`config.mk`:
```
export PLATFORM = sky130hd
export DESIGN_NAME = gds_fifo
export DESIGN_NICKNAME = d
export VERILOG_FILES = /design/src/gds_pkg.sv /design/src/gds_fifo.sv
export SDC_FILE = /design/constraint.sdc
export NUM_CORES = 1
export LEC_CHECK = 0
export BUFFER_PORTS_ARGS = -buffer_cell sky130_fd_sc_hd__buf_2
export CORE_MARGIN = 5
export CORE_UTILIZATION = 60
export CTS_BUF_LIST = sky130_fd_sc_hd__clkbuf_8
export DETAILED_ROUTE_END_ITERATION = 16
export PLACE_DENSITY = 0.83
export SYNTH_ARGS = -nofsm -noshare
export SYNTH_HDL_FRONTEND = slang
export SYNTH_SLANG_ARGS = --single-unit
```
`constraint.sdc`:
```
create_clock -name clock -period 7.5 [get_ports clock]
set_input_delay 0.375 -clock clock [delete_from_list [all_inputs] [get_ports clock]]
set_output_delay 0.375 -clock clock [all_outputs]
set_load 0.02 [all_outputs]
```
`src/gds_pkg.sv`:
```
// Shared widths, codes, job record and helper functions of the divergence stencil.
`default_nettype none

package gds_pkg;

   localparam int VEL_W      = 16;
   localparam int WORD_W     = 2 * VEL_W;
   localparam int DIV_W      = 16;
   localparam int COL_OUT_W  = 8;
   localparam int ROW_W      = 12;
   localparam int GW_W       = 9;
   localparam int GH_W       = 13;
   localparam int SCALE_W    = 16;
   localparam int CSR_IDX_W  = 2;
   localparam int CSR_DATA_W = 16;
   localparam int MAX_HEIGHT = 4096;
   localparam int SUM_W      = 20;
   localparam int PROD_W     = SUM_W + SCALE_W + 1;
   localparam int FRAC_W     = 8;
   localparam int DIV_MAX    = 32767;
   localparam int DIV_MIN    = -32768;
   localparam int QUEUE_DEPTH = 4;
   localparam int LEVEL_W    = $clog2(QUEUE_DEPTH + 1);
   localparam int NUM_EMIT   = 3;

   // Bit positions of the three possible results of one cell in a job mask.
   localparam int EMIT_UP   = 0;
   localparam int EMIT_LEFT = 1;
   localparam int EMIT_SELF = 2;

   localparam logic [GW_W-1:0]    GRID_WIDTH_RESET  = 9'd256;
   localparam logic [GH_W-1:0]    GRID_HEIGHT_RESET = 13'd256;
   localparam logic [SCALE_W-1:0] INV_TWO_DX_RESET  = 16'd128;

   typedef enum logic [CSR_IDX_W-1:0] {
      REG_GRID_WIDTH  = 2'd0,
      REG_GRID_HEIGHT = 2'd1,
      REG_INV_TWO_DX  = 2'd2
   } csr_index_type;

   typedef struct packed {
      logic signed [SUM_W-1:0] sum_up;
      logic signed [SUM_W-1:0] sum_left;
      logic signed [SUM_W-1:0] sum_self;
      logic [COL_OUT_W-1:0]    col;
      logic [ROW_W-1:0]        row;
      logic [NUM_EMIT-1:0]     mask;
   } job_type;

   function automatic logic signed [SUM_W-1:0] widen(input logic signed [VEL_W-1:0] v);
      return SUM_W'(v);
   endfunction

   function automatic logic signed [SUM_W-1:0] negate(input logic signed [VEL_W-1:0] v);
      return -SUM_W'(v);
   endfunction

endpackage

`default_nettype wire

```
`src/gds_fifo.sv`:
```
// Short job queue between the classifying front end and the arithmetic back end.
`default_nettype none

module gds_fifo (
   input  logic                           clock,
   input  logic                           reset,
   input  logic                           push,
   input  gds_pkg::job_type               push_job,
   input  logic                           pop,
   output logic                           head_valid,
   output gds_pkg::job_type               head_job,
   output logic [gds_pkg::LEVEL_W-1:0]    level
);

   localparam int PTR_W = $clog2(gds_pkg::QUEUE_DEPTH);

   gds_pkg::job_type              entry_ff [gds_pkg::QUEUE_DEPTH];
   logic [PTR_W-1:0]              wr_ptr_ff, wr_ptr_in;
   logic [PTR_W-1:0]              rd_ptr_ff, rd_ptr_in;
   logic [gds_pkg::LEVEL_W-1:0]   level_ff, level_in;

   always_comb begin
      wr_ptr_in = wr_ptr_ff;
      rd_ptr_in = rd_ptr_ff;
      level_in  = level_ff;
      if (push) begin
         wr_ptr_in = (wr_ptr_ff == PTR_W'(gds_pkg::QUEUE_DEPTH - 1)) ? '0 :
                     wr_ptr_ff + PTR_W'(1);
      end
      if (pop) begin
         rd_ptr_in = (rd_ptr_ff == PTR_W'(gds_pkg::QUEUE_DEPTH - 1)) ? '0 :
                     rd_ptr_ff + PTR_W'(1);
      end
      if (push && !pop) begin
         level_in = level_ff + gds_pkg::LEVEL_W'(1);
      end else if (pop && !push) begin
         level_in = level_ff - gds_pkg::LEVEL_W'(1);
      end
   end

   always_ff @(posedge clock) begin
      if (reset) begin
         wr_ptr_ff <= '0;
         rd_ptr_ff <= '0;
         level_ff  <= '0;
      end else begin
         wr_ptr_ff <= wr_ptr_in;
         rd_ptr_ff <= rd_ptr_in;
         level_ff  <= level_in;
      end
   end

   always_ff @(posedge clock) begin
      if (push) begin
         entry_ff[wr_ptr_ff] <= push_job;
      end
   end

   assign head_valid = (level_ff != '0);
   assign head_job   = entry_ff[rd_ptr_ff];
   assign level      = level_ff;

endmodule

`default_nettype wire

```
==> flow_summary.ini <==
[detailed_routing]
postRouteAntennaNets = 0
drc = 0
drt_first_pass_iters = 4
routed_wl_mm = 23.01
wl_per_cell_microns = 22.97
vias = 5710
first_iter_violations = 322
viasPerCell = 5.699

[global_route]
grtUsageTotal_pct = 19.88
antenna_found_initial = 2
grt_first_pass_wirelength_mm = 35.96
grt_max_degree = 59
grt-ovfl-total = 0
grt_pass1_vias = 6216

[sta]
fin_crit_sh_pct = 46.36
clock.fmax_ghz = 0.2876
slew_violations = 0
fin_ws_ns = 4.023
holdWs_ns = 0.03459
clock_skew_ns = 0.01684
relSlewSlack_pct = 35.95
finalSetupViolCount = 0
hold_viol = 0
fin_setup_tns_ns = 0
fin_crit_ns = 3.477
rsz0062_at_grt = no
tightest_slew_ns = 0.9608

[critical_path]
crit_slowest_cell = dfxtp_4
cp.arrival_ns = 3.10
cp.depth = 3
path_buf_inv = 2
crit_fanout = 47
ff2ff_path_depth = 3
cp-start-kind = flop
crit_path_max_incr_delay_ns = 0.82
required_ns = 7.12
crit_type = reg2out
path_cells = buf_4 -> mux4_2 -> buf_2
crit_family = buffers and inverters
end_kind = output port

[power]
irDropWorstVdd_mv = 0.2151
p_per_area_nw_per_um2 = 273.9
power_mw = 3.978
power.leakage_nw = 5.008

[finish]
layout-drive-gt1-share_pct = 45.63
fin_nets = 788
antenna_cells = 0
nFillCells = 1202
postLayoutCoreUtil_pct = 71.55
fin_cells = 1002
syn_to_final_growth_pct = 17.03
final_cell_area_sq_um = 14530

[placement]
port-buffer-count = 173
place_inst = 907
dp_slack_ns = 4.475
hpwl_mm = 14.37
gp_congestion = 0.7324
placed_area_sq_um = 13540

[floorplanning]
fp.dieW_microns = 153.8
die_height_microns = 153.8
core_sq_um = 20300
rows = 52
start_util_pct = 61.14
die_area_sq_um = 23660
io_pins = 174

[logic_synthesis]
synth_xor_area_share_pct = 0.1411
syn_inst = 476
synth_top_family_by_area = multiplexers
synth-simple-area-share_pct = 0.5746
synth-compound-area-share_pct = 0.1210
syn_nets = 570
synth.yosys.seq_area_share_pct = 81.77
synth_fa_ha_area_share_pct = 0.7661
ys_ff_latch = 341
synth_cell_type_count = 17
yosys-mux-area-fraction_pct = 15.38
syn_area_sq_um = 12410
synth_area_per_cell_sq_um = 26.08
yosysWarnings = 0

[job]
maxCapViolations = 0

[clock_network]
cts_tree = done
ctsRootBufferMaster = clkbuf_8
postCtsSetupRepairBufs = 0
cts_made_buffers = 51
clkSinkCount = 341
clk_pin_slew_worst_paths_ns = 0.07
cts_buffer_depth = 3
htreeDepth = 2
worstSkewPairLatency_ns = 0.55
ctsResizeCount = 0

[hold_path]
hold_path_class = in2reg
worstHoldPathCells = 1

[run_status]
status = complete, no violations
power by group:
group	leakage (nW)	switching [mW]	total, mW	internal, mW
Sequential	3.12	0.0366	2.22	2.18
Clock	0.556	0.652	1.37	0.720
Combinational	1.33	0.229	0.385	0.157
cell usage after synthesis:
cell	number	share of area, %
a21oi_1	2	0.081
fa_1	1	0.16
ha_1	6	0.60
clkbuf_1	1	0.030
mux4_2	83	15
xor2_1	2	0.14
edfxtp_1	332	80
buf_2	9	0.36
dfxtp_1	9	1.5
nor2_1	7	0.21
and2_1	4	0.20
inv_1	4	0.12
nor3b_1	1	0.061
buf_6	8	0.73
o21ai_0	1	0.040
mux2i_1	4	0.32
or3_1	2	0.10
routing by layer:
layer / vias up / share of wire, % / wire length (microns) / GRT usage, %
li1: 2485 / - / - / -
met1: 2974 / 38 / 8718 / 25.52
met2: 203 / 54 / 12510 / 34.95
met3: 44 / 5.8 / 1336 / 4.609
met4: 4 / 1.8 / 420 / 4.962
met5: - / 0.12 / 27 / 0
what timing repair did:
| action | 4_1_cts | 5_1_grt |
|---|---|---|
| endpoints found under the setup margin | 0 | 0 |
| hold buffers | 2 | 2 |
| endpoints found under the hold margin | 2 | 7 |
final cells by class:
class                      count  area (sq um)  area share, %
sequential                   341         10160          69.93
timing repair buffer         183         950.9          6.547
clock inverter                35         175.2          1.206
inverter                       4         15.01         0.1034
multi-input combinational    113          2118          14.58
clock buffer                  56         770.7          5.306
tap                          270         337.8          2.326
kinds of logic (layout without fill, tap and decap cells):
family / after synthesis / count (layout)
xor+xnor: 2 / 2
buf+inv: 22 / 278
compound gates: 3 / 3
flops: 341 / 341
simple gates: 14 / 14
fa+ha+maj: 7 / 7
mux: 87 / 87
registers in the layout, summed over array words and instances (netlist names), named ones only:
signal	cells
entry_ff	332
rd_ptr_ff	2
level	3
wr_ptr_ff	2
layout by cell type (no fill, tap or decap), types with 2 or more instances in the layout:
cell type / Yosys / routed
mux2i_1: 4 / 4
xor2_1: 2 / 2
a21oi_1: 2 / 2
clkbuf_8: 0 / 56
inv_1: 4 / 22
buf_2: 9 / 173
buf_4: 0 / 6
dfxtp_4: 0 / 2
and2_4: 0 / 4
clkinv_2: 0 / 7
mux4_2: 83 / 83
dlygate4sd3_1: 0 / 4
ha_1: 6 / 6
dfxtp_1: 9 / 7
clkinv_1: 0 / 7
nor2_1: 7 / 7
edfxtp_1: 332 / 332
or3_1: 2 / 2
path summary, 6_finish.rpt:
path	from	end	slack [ns]
setup / recovery	flop	head_job[16]	4.02
hold / removal	push_job[50]	entry_ff[3][50]	0.03
setup reg to reg	wr_ptr_ff[0]	entry_ff[3][4]	5.27
hold reg to reg	level[2]	level[2]	0.50
Power figures use the tool's default switching activity.
