`src/gds_pkg.sv`:
```
// Shared widths, codes, job record and helper functions of the divergence stencil.
`default_nettype none

package gds_pkg;

   localparam int VEL_W      = 16;
   localparam int WORD_W     = 2 * VEL_W;
   localparam int DIV_W      = 16;
   localparam int COL_OUT_W  = 8;
   localparam int ROW_W      = 12;
   localparam int GW_W       = 9;
   localparam int GH_W       = 13;
   localparam int SCALE_W    = 16;
   localparam int CSR_IDX_W  = 2;
   localparam int CSR_DATA_W = 16;
   localparam int MAX_HEIGHT = 4096;
   localparam int SUM_W      = 20;
   localparam int PROD_W     = SUM_W + SCALE_W + 1;
   localparam int FRAC_W     = 8;
   localparam int DIV_MAX    = 32767;
   localparam int DIV_MIN    = -32768;
   localparam int QUEUE_DEPTH = 4;
   localparam int LEVEL_W    = $clog2(QUEUE_DEPTH + 1);
   localparam int NUM_EMIT   = 3;

   // Bit positions of the three possible results of one cell in a job mask.
   localparam int EMIT_UP   = 0;
   localparam int EMIT_LEFT = 1;
   localparam int EMIT_SELF = 2;

   localparam logic [GW_W-1:0]    GRID_WIDTH_RESET  = 9'd256;
   localparam logic [GH_W-1:0]    GRID_HEIGHT_RESET = 13'd256;
   localparam logic [SCALE_W-1:0] INV_TWO_DX_RESET  = 16'd128;

   typedef enum logic [CSR_IDX_W-1:0] {
      REG_GRID_WIDTH  = 2'd0,
      REG_GRID_HEIGHT = 2'd1,
      REG_INV_TWO_DX  = 2'd2
   } csr_index_type;

   typedef struct packed {
      logic signed [SUM_W-1:0] sum_up;
      logic signed [SUM_W-1:0] sum_left;
      logic signed [SUM_W-1:0] sum_self;
      logic [COL_OUT_W-1:0]    col;
      logic [ROW_W-1:0]        row;
      logic [NUM_EMIT-1:0]     mask;
   } job_type;

   function automatic logic signed [SUM_W-1:0] widen(input logic signed [VEL_W-1:0] v);
      return SUM_W'(v);
   endfunction

   function automatic logic signed [SUM_W-1:0] negate(input logic signed [VEL_W-1:0] v);
      return -SUM_W'(v);
   endfunction

endpackage

`default_nettype wire

```
`src/gds_if.sv`:
```
// Handshake channel interfaces for cell words, result words and register writes.
`default_nettype none


interface gds_rsp_if;
   logic                                valid;
   logic                                ready;
   logic signed [gds_pkg::DIV_W-1:0]    div_value;
   logic [gds_pkg::COL_OUT_W-1:0]       out_col;
   logic [gds_pkg::ROW_W-1:0]           out_row;
   logic                                last_of_run;

   modport source (output valid, output div_value, output out_col, output out_row,
                   output last_of_run, input ready);
   modport sink   (input valid, input div_value, input out_col, input out_row,
                   input last_of_run, output ready);
endinterface


`default_nettype wire

```
`src/gds_back.sv`:
```
// Back end: walks the results of each job, scales, rounds down and saturates.
`default_nettype none

module gds_back (
   input  logic                             clock,
   input  logic                             reset,
   input  logic                             head_valid,
   input  gds_pkg::job_type                 head_job,
   output logic                             pop,
   input  logic [gds_pkg::SCALE_W-1:0]      inv_two_dx,
   gds_rsp_if.source                        rsp_port
);

   localparam int PW = gds_pkg::PROD_W;
   localparam int NE = gds_pkg::NUM_EMIT;

   logic [NE-1:0]                    done_ff, done_in;
   logic [NE-1:0]                    remaining, pick;
   logic                             is_final, advance, take;
   logic signed [gds_pkg::SUM_W-1:0] sel_sum;
   logic [gds_pkg::COL_OUT_W-1:0]    sel_col;
   logic [gds_pkg::ROW_W-1:0]        sel_row;

   logic                             s1_valid_ff;
   logic signed [PW-1:0]             s1_prod_ff;
   logic [gds_pkg::COL_OUT_W-1:0]    s1_col_ff;
   logic [gds_pkg::ROW_W-1:0]        s1_row_ff;
   logic                             s1_last_ff;

   logic signed [PW-1:0]             quot;
   logic signed [gds_pkg::DIV_W-1:0] div_sat;

   logic                             out_valid_ff;
   logic signed [gds_pkg::DIV_W-1:0] out_div_ff;
   logic [gds_pkg::COL_OUT_W-1:0]    out_col_ff;
   logic [gds_pkg::ROW_W-1:0]        out_row_ff;
   logic                             out_last_ff;

   // Results of one cell leave in mask order: the cell above, left, then itself.
   always_comb begin
      remaining = head_job.mask & ~done_ff;
      pick      = remaining & (~remaining + NE'(1));
      is_final  = ((remaining & ~pick) == '0);
      if (pick[gds_pkg::EMIT_UP]) begin
         sel_sum = head_job.sum_up;
         sel_col = head_job.col;
         sel_row = head_job.row - gds_pkg::ROW_W'(1);
      end else if (pick[gds_pkg::EMIT_LEFT]) begin
         sel_sum = head_job.sum_left;
         sel_col = head_job.col - gds_pkg::COL_OUT_W'(1);
         sel_row = head_job.row;
      end else begin
         sel_sum = head_job.sum_self;
         sel_col = head_job.col;
         sel_row = head_job.row;
      end
   end

   assign advance = !out_valid_ff || rsp_port.ready;
   assign take    = advance && head_valid;
   assign pop     = take && is_final;

   always_comb begin
      done_in = done_ff;
      if (take) begin
         done_in = is_final ? '0 : (done_ff | pick);
      end
   end

   // Floor division by 256 is an arithmetic shift of the product.
   always_comb begin
      quot = s1_prod_ff >>> gds_pkg::FRAC_W;
      if (quot > gds_pkg::DIV_MAX) begin
         div_sat = gds_pkg::DIV_W'(gds_pkg::DIV_MAX);
      end else if (quot < gds_pkg::DIV_MIN) begin
         div_sat = gds_pkg::DIV_W'(gds_pkg::DIV_MIN);
      end else begin
         div_sat = quot[gds_pkg::DIV_W-1:0];
      end
   end

   always_ff @(posedge clock) begin
      if (reset) begin
         done_ff      <= '0;
         s1_valid_ff  <= 1'b0;
         out_valid_ff <= 1'b0;
      end else begin
         done_ff <= done_in;
         if (advance) begin
            s1_valid_ff  <= head_valid;
            out_valid_ff <= s1_valid_ff;
         end
      end
   end

   always_ff @(posedge clock) begin
      if (advance) begin
         s1_prod_ff  <= sel_sum * $signed({1'b0, inv_two_dx});
         s1_col_ff   <= sel_col;
         s1_row_ff   <= sel_row;
         s1_last_ff  <= is_final;
         out_div_ff  <= div_sat;
         out_col_ff  <= s1_col_ff;
         out_row_ff  <= s1_row_ff;
         out_last_ff <= s1_last_ff;
      end
   end

   assign rsp_port.valid       = out_valid_ff;
   assign rsp_port.div_value   = out_div_ff;
   assign rsp_port.out_col     = out_col_ff;
   assign rsp_port.out_row     = out_row_ff;
   assign rsp_port.last_of_run = out_last_ff;

endmodule

`default_nettype wire

```
`src/flat_wrapper.sv`:
```
// flat-port wrapper written by rule: the top's interface ports become plain ports
module gds_back_flat 
  (clock, reset, head_valid, head_job, pop, inv_two_dx, rsp_port_valid, rsp_port_div_value, rsp_port_out_col, rsp_port_out_row, rsp_port_last_of_run, rsp_port_ready);
  gds_rsp_if rsp_port_i ();
  input  logic clock;
  input  logic reset;
  input  logic head_valid;
  input  gds_pkg::job_type head_job;
  output logic pop;
  input  logic [gds_pkg::SCALE_W-1:0] inv_two_dx;
  output wire logic [$bits(rsp_port_i.valid)-1:0] rsp_port_valid;
  output wire logic [$bits(rsp_port_i.div_value)-1:0] rsp_port_div_value;
  output wire logic [$bits(rsp_port_i.out_col)-1:0] rsp_port_out_col;
  output wire logic [$bits(rsp_port_i.out_row)-1:0] rsp_port_out_row;
  output wire logic [$bits(rsp_port_i.last_of_run)-1:0] rsp_port_last_of_run;
  input wire logic [$bits(rsp_port_i.ready)-1:0] rsp_port_ready;
  assign rsp_port_valid = rsp_port_i.valid;
  assign rsp_port_div_value = rsp_port_i.div_value;
  assign rsp_port_out_col = rsp_port_i.out_col;
  assign rsp_port_out_row = rsp_port_i.out_row;
  assign rsp_port_last_of_run = rsp_port_i.last_of_run;
  assign rsp_port_i.ready = rsp_port_ready;
  gds_back u_core (.clock(clock), .reset(reset), .head_valid(head_valid), .head_job(head_job), .pop(pop), .inv_two_dx(inv_two_dx), .rsp_port(rsp_port_i));
endmodule
```
`config.mk`:
```
export PLATFORM = sky130hd
export DESIGN_NAME = gds_back_flat
export DESIGN_NICKNAME = d
export VERILOG_FILES = /design/src/gds_pkg.sv /design/src/gds_if.sv /design/src/gds_back.sv /design/src/flat_wrapper.sv
export SDC_FILE = /design/constraint.sdc
export NUM_CORES = 1
export LEC_CHECK = 0
export ABC_AREA = 1
export BUFFER_PORTS_ARGS = -buffer_cell sky130_fd_sc_hd__buf_2
export CAP_MARGIN = 0
export CORE_UTILIZATION = 62
export DETAILED_ROUTE_END_ITERATION = 10
export PLACE_DENSITY = 0.82
export SYNTH_ARGS = -nofsm -noshare
export SYNTH_HDL_FRONTEND = slang
export SYNTH_SLANG_ARGS = --single-unit
```
`constraint.sdc`:
```
create_clock -name clock -period 16.4 [get_ports clock]
set_clock_uncertainty 0.15 [all_clocks]
set_input_delay 3.28 -clock clock [delete_from_list [all_inputs] [get_ports clock]]
set_output_delay 3.28 -clock clock [all_outputs]
set_load 0.1 [all_outputs]
```
==> results of run 1 <==
routing by layer:
metal	share of wire [%]	up-vias	wire length [um]	global-route usage, %
met5	0	-	0	0
met4	5.5	0	2394	17.21
met3	9.9	201	4332	8.258
met2	49	717	21250	59.15
met1	36	6353	15610	43.59
li1	-	5747	-	-
registers in the layout, summed over array words and instances, names as in the netlist:
name and flops:
u_core.s1_last_ff 1, u_core.rsp_port.valid 1, u_core.s1_row_ff 12, u_core.s1_prod_ff 29, u_core.rsp_port.out_col 8, u_core.rsp_port.out_row 12, u_core.s1_col_ff 8, u_core.rsp_port.div_value 16
u_core.s1_valid_ff 1, u_core.rsp_port.last_of_run 1, u_core.done_ff 3
synthesized netlist by cell type (all sizes together):
cell,number,area (um^2)
a211oi,1,7.510
a21boi,1,7.510
a21o,5,37.54
a21oi,49,245.2
a31o,2,17.52
a31oi,5,31.28
a41oi,1,8.760
and3,1,6.260
buf,25,152.6
clkbuf,22,82.58
clkinv,4,16.26
dfxtp,5,100.1
edfxtp,87,2613
fa,319,6386
ha,93,1164
inv,523,1963
nand2,357,1358
nand2b,1,6.260
nand3,48,335.3
nand3b,1,7.510
nand4,5,31.28
nor2,199,759.5
nor3,12,70.07
nor4,7,56.30
o21a,1,7.510
o21ai,19,95.09
o21bai,7,52.55
o221ai,1,8.760
o31ai,1,7.510
or2,60,377.9
xnor2,8,70.07
xor2,30,262.8
through the flow:
step | instance area (um^2) | instances | setup WS, ns | hold slack, ns
after floorplan | 16340 | 1900 | 6.270 | 0.2503
after global placement | 17260 | 2332 | 6.205 | 0.2508
after detailed placement | 17260 | 2332 | 6.151 | 0.2545
after CTS | 17580 | 2348 | 6.496 | 0.2669
after global routing | 17580 | 2349 | 5.938 | 0.2645
final | 17580 | 2349 | 6.427 | 0.2642
cells in the final DEF (no fill, tap or decap), types with 7 or more instances in the layout:
| cell | instances |
|---|---|
| inv_1 | 504 |
| nand2_1 | 354 |
| fa_1 | 319 |
| nor2_1 | 196 |
| buf_2 | 141 |
| ha_1 | 93 |
| edfxtp_1 | 87 |
| or2_2 | 51 |
| a21oi_1 | 49 |
| xor2_1 | 30 |
| nand3_1 | 29 |
| nand3_2 | 19 |
| o21ai_0 | 19 |
| inv_2 | 18 |
| nor3_1 | 10 |
| clkbuf_16 | 9 |
| or2_1 | 8 |
| xnor2_1 | 8 |
| o21bai_1 | 7 |
worst reg2reg max path, delay by kind of cell, from the launching register on:
family / cells / cell delay (ns)
simple gates: 13 / 2.71
fa+ha+maj: 7 / 3.11
flops: 1 / 0.33
buf+inv: 8 / 0.73
logic make-up (layout without fill, tap and decap cells):
group	count (synthesis)	after routing
compound gates	93	93
xor+xnor	38	38
fa+ha+maj	412	412
buf+inv	574	687
flops	92	92
other cells	0	1
simple gates	691	691
path summary, 6_finish.rpt:
kind                                          start                          to  cells after the start
worst max-delay path                    head_job[0]       u_core.s1_prod_ff[23]                     28
worst min-delay path            u_core.s1_col_ff[6]  u_core.rsp_port.out_col[6]                      0
worst max register to register    u_core.done_ff[0]       u_core.s1_prod_ff[23]                     28
worst min register to register  u_core.s1_col_ff[6]  u_core.rsp_port.out_col[6]                      0
cell type report:
class,count,area [um^2]
clock buffer,9,225.2
timing repair buffer,144,728.2
inverter,527,1981
fill,2132,8402
sequential,92,2713
antenna,1,2.502
tap,335,419.2
multi-input combinational,1234,11420
clock inverter,7,97.59
==> results by group, run 1 <==
Global route
  • Vias in the first global route: 14020
  • First-pass GRT wire length: 71.18 mm
  • Initial antenna violation count: 1
  • Global Route Usage Sum: 35.53%
  • GR Overflow Total: 0
  • Largest net degree at the start of global routing: 47

Worst setup path
  • Startpoint types: input pin
  • Worst reg-to-reg setup slack: 9.11 ns
  • Buf/Inv on CP: 8
  • Worst path slowest cell: fa_1
  • Critical path class: input pin to register
  • Crit-path max FO: 27
  • Worst Path Arrival: 9.93 ns
  • Critical path's top delay family: adder cells
  • Max stage delay on crit path: 0.54 ns
  • Critical Path RT: 16.35 ns
  • Critical path capture point type: register

CTS
  • Worst-path clk slew: 0.08 ns
  • Clk_lat worst skew: 0.36 ns
  • Postcts setup bufs: 0
  • # clock sinks: 92
  • Htree depth: 3
  • Hold Buf Count CTS: 0
  • CTS buffer count: 9
  • Clock tree from TritonCTS: built
  • CTS-repair resized insts: 0
  • Max clock buf depth: 2
  • Root buffer cell: clkbuf_16

Routing
  • Vias: 13020
  • Pre-antenna DRT Iters: 8
  • DRC Markers: 2
  • Final wirelength: 43.59 mm
  • Initial DRC count: 1139
  • Antenna-violating nets left: 0
  • Routed wire per std cell: 18.56 um
  • Vias/cell: 5.542

Logic synthesis
  • XOR/XNOR Fraction of Synth Area: 2.036%
  • Post-Synth Simple-Gate Area: 18.40%
  • Sequential-to-total area share from yosys stat: 16.60%
  • Syn avg cell area: 8.602 um^2
  • Register bit total from synthesis: 92
  • Compound-Gate Fraction of Synth Area: 3.223%
  • Largest family of logic cells by synthesized area: adder cells
  • Post-synthesis mux area share: 0%
  • Syn. warnings: 0
  • Mapped Cells: 1900
  • Netlist cell types: 46
  • Mapped cell area: 0.01634 mm^2
  • Post-Synth Adder-Cell Area: 46.19%
  • Syn nets: 2415

Die
  • Die area: 0.02702 mm^2
  • Die extent in y: 164.4 um
  • Core area: 0.02598 mm^2
  • Die W: 164.4 um
  • Boundary Pins: 142
  • Starting Density: 62.90%
  • Site Rows: 59

Placement
  • IO Port Bufs: 141
  • DP HPWL: 35.35 mm
  • Routability cong.: 1.003

STA
  • Measured slew at the worst slew-check pin: 0.9308 ns
  • Tmin final: 9.973 ns
  • Hold Vio Cnt, Final: 0
  • Final Max Slew Viols: 0
  • Endpoints failing setup: 0
  • Setup_tns: 0 ns
  • Slew margin rel.: 37.88%
  • Max Freq: 100.3 MHz
  • Tcrit/Tclk final: 60.81%
  • RSZ-0062 raised after global routing: no

Layout
  • Layout net count: 2523
  • Layout cells sized above 1: 13.07%
  • Syn-to-layout area delta: 7.579%
  • Final core occ: 67.67%

Job
  • Max Cap Violations: 0

Outcome
  • Outcome: finished, violations left
  • Failing checks: design-rule violations

Worst hold path
  • Hold Path Class: register to register
Power of run 1 is left out: the tool's default activity adds up to more than one toggle a clock period on the data nets, which glitch-free logic cannot reach.
==> inputs of run 2 (changes only) <==
==> constraint.sdc (replaced) <==
create_clock -name clock -period 9.55 [get_ports clock]
set_clock_uncertainty 0.15 [all_clocks]
set_input_delay 1.91 -clock clock [delete_from_list [all_inputs] [get_ports clock]]
set_output_delay 1.91 -clock clock [all_outputs]
set_load 0.1 [all_outputs]
==> run 2 against run 1 <==
Compared with the run above: the run now ends clean; first-iteration DRC count grew 9.8%; clock-buffer cell count grew 1; critical path depth shrank 2; global-route usage shrank 0.76 points; cell area grew 0.16%; register-to-register slack lost 7.0 ns; die area is the same; routed wire length shrank 1.5%; non-clock buffer count grew 4; worst hold slack gained 0.0015 ns; worst setup slack lost 5.6 ns; highest routed layer unchanged.
==> results by group, run 2 (synthesis results as in run 1) <==
Outcome
  • Outcome: finished clean

Worst setup path
  • Setup crit start: head_job[0]
  • Critical path capture point type: register
  • Critical path class: input pin to register
  • Max stage delay on crit path: 0.75 ns
  • Critical path's top delay family: adder cells
  • RR Startpoint: u_core.done_ff[0]
  • Worst R2R End: u_core.s1_prod_ff[36]
  • Worst path slowest cell: fa_1
  • Buf/Inv on CP: 5
  • Levels on crit path: 26
  • Worst Path Arrival: 8.70 ns
  • Crit-path max FO: 27
  • Critical Path RT: 9.52 ns
  • Worst reg-to-reg setup slack: 2.11 ns
  • Reg2Reg Depth: 26
  • Critical path endpoint: u_core.s1_prod_ff[36]
  • Startpoint types: input pin

Routing
  • DRC Markers: 0
  • Routed wire per std cell: 18.26 um
  • Initial DRC count: 1251
  • Final wirelength: 42.95 mm
  • Pre-antenna DRT Iters: 5
  • Antenna-violating nets left: 0
  • Vias/cell: 5.468
  • Vias: 12860

Die
  • Die extent in y: 164.4 um
  • Core area: 0.02598 mm^2
  • Site Rows: 59
  • Starting Density: 62.90%
  • Boundary Pins: 142
  • Die area: 0.02702 mm^2
  • Die W: 164.4 um

STA
  • Hold_ws: 0.2657 ns
  • Max Freq: 114.5 MHz
  • Hold Vio Cnt, Final: 0
  • Endpoints failing setup: 0
  • Measured slew at the worst slew-check pin: 0.9341 ns
  • Tmin final: 8.734 ns
  • Tcrit/Tclk final: 91.45%
  • Slew margin rel.: 37.66%
  • Final Max Slew Viols: 0
  • Worst Setup Slack, final: 0.8163 ns
  • RSZ-0062 raised after global routing: no
  • Setup_tns: 0 ns

Global route
  • GR Overflow Total: 0
  • First-pass GRT wire length: 69.74 mm
  • Largest net degree at the start of global routing: 47
  • Global Route Usage Sum: 34.77%
  • Initial antenna violation count: 0
  • Vias in the first global route: 13880

CTS
  • CTS-repair resized insts: 0
  • Clock tree from TritonCTS: built
  • Clk_lat worst skew: 0.36 ns
  • Htree depth: 3
  • Root buffer cell: clkbuf_16
  • # clock sinks: 92
  • Postcts setup bufs: 0
  • Hold Buf Count CTS: 0
  • Worst-path clk slew: 0.07 ns
  • CTS buffer count: 9
  • Max clock buf depth: 2

Layout
  • Commonest non-fill, non-tap cell in the layout: inv_1
  • Register bank with the most flops: u_core.s1_prod_ff
  • Syn-to-layout area delta: 7.747%
  • Layout cells sized above 1: 13.19%
  • Cell Count, Final, Fillers Out: 2352
  • Max reg flops: 29
  • Layout net count: 2527
  • Most frequent cells in the layout: inv_1, nand2_1, fa_1
  • Antenna Cells: 0

Placement
  • DP HPWL: 35.49 mm
  • Post-Place Worst Slack: 0.5444 ns
  • IO Port Bufs: 141
  • Dpl cells: 2336
  • Routability cong.: 1.030

Worst hold path
  • Hold Path Class: register to register

Job
  • Max Cap Violations: 0
[run 2: changes by cell type in the layout (fill, tap and decap cells not counted)]
| cell | previous run | this run |
|---|---|---|
| buf_4 | 3 | 7 |
| clkbuf_1 | 0 | 1 |
| clkinv_2 | 3 | 2 |
| clkinv_4 | 0 | 1 |
| clkinvlp_4 | 2 | 1 |
| diode_2 | 1 | 0 |
[run 2: metrics by stage]
stage,util (%),cell area [um^2]
floorplan,-,16340
global placement,66.53,17290
detailed placement,66.53,17290
CTS,67.77,17610
global route,67.77,17610
finish,67.77,17610
[run 2: final cells by class]
type	count	area (um^2)
fillers	2112	8374
multi-input cells	1234	11420
flip-flops and latches	92	2713
well taps	335	419.2
inverters	527	1981
clock inverters	6	93.84
repair buffers	148	758.2
clock buffers	10	229.0
[run 2: layer usage]
layer / wire length (um) / global-route usage (%) / up-vias
met4: 1962 / 16.79 / 0
li1: - / - / 5759
met2: 21200 / 58.82 / 665
met1: 15530 / 42.44 / 6278
met3: 4259 / 7.197 / 159
met5: 0 / 0 / -
[run 2: worst min path at each step]
stage                   startpoint  cells after the start  slack [ns]                     endpoint
2_1_floorplan    u_core.s1_last_ff                      0        0.25  u_core.rsp_port.last_of_run
3_3_place_gp   u_core.s1_col_ff[2]                      0        0.25   u_core.rsp_port.out_col[2]
3_5_place_dp   u_core.s1_col_ff[5]                      0        0.25   u_core.rsp_port.out_col[5]
4_1_cts        u_core.s1_col_ff[5]                      0        0.27   u_core.rsp_port.out_col[5]
5_1_grt        u_core.s1_col_ff[5]                      0        0.27   u_core.rsp_port.out_col[5]
6_report       u_core.s1_col_ff[5]                      0        0.27   u_core.rsp_port.out_col[5]
Power of run 2 is left out for the same reason.
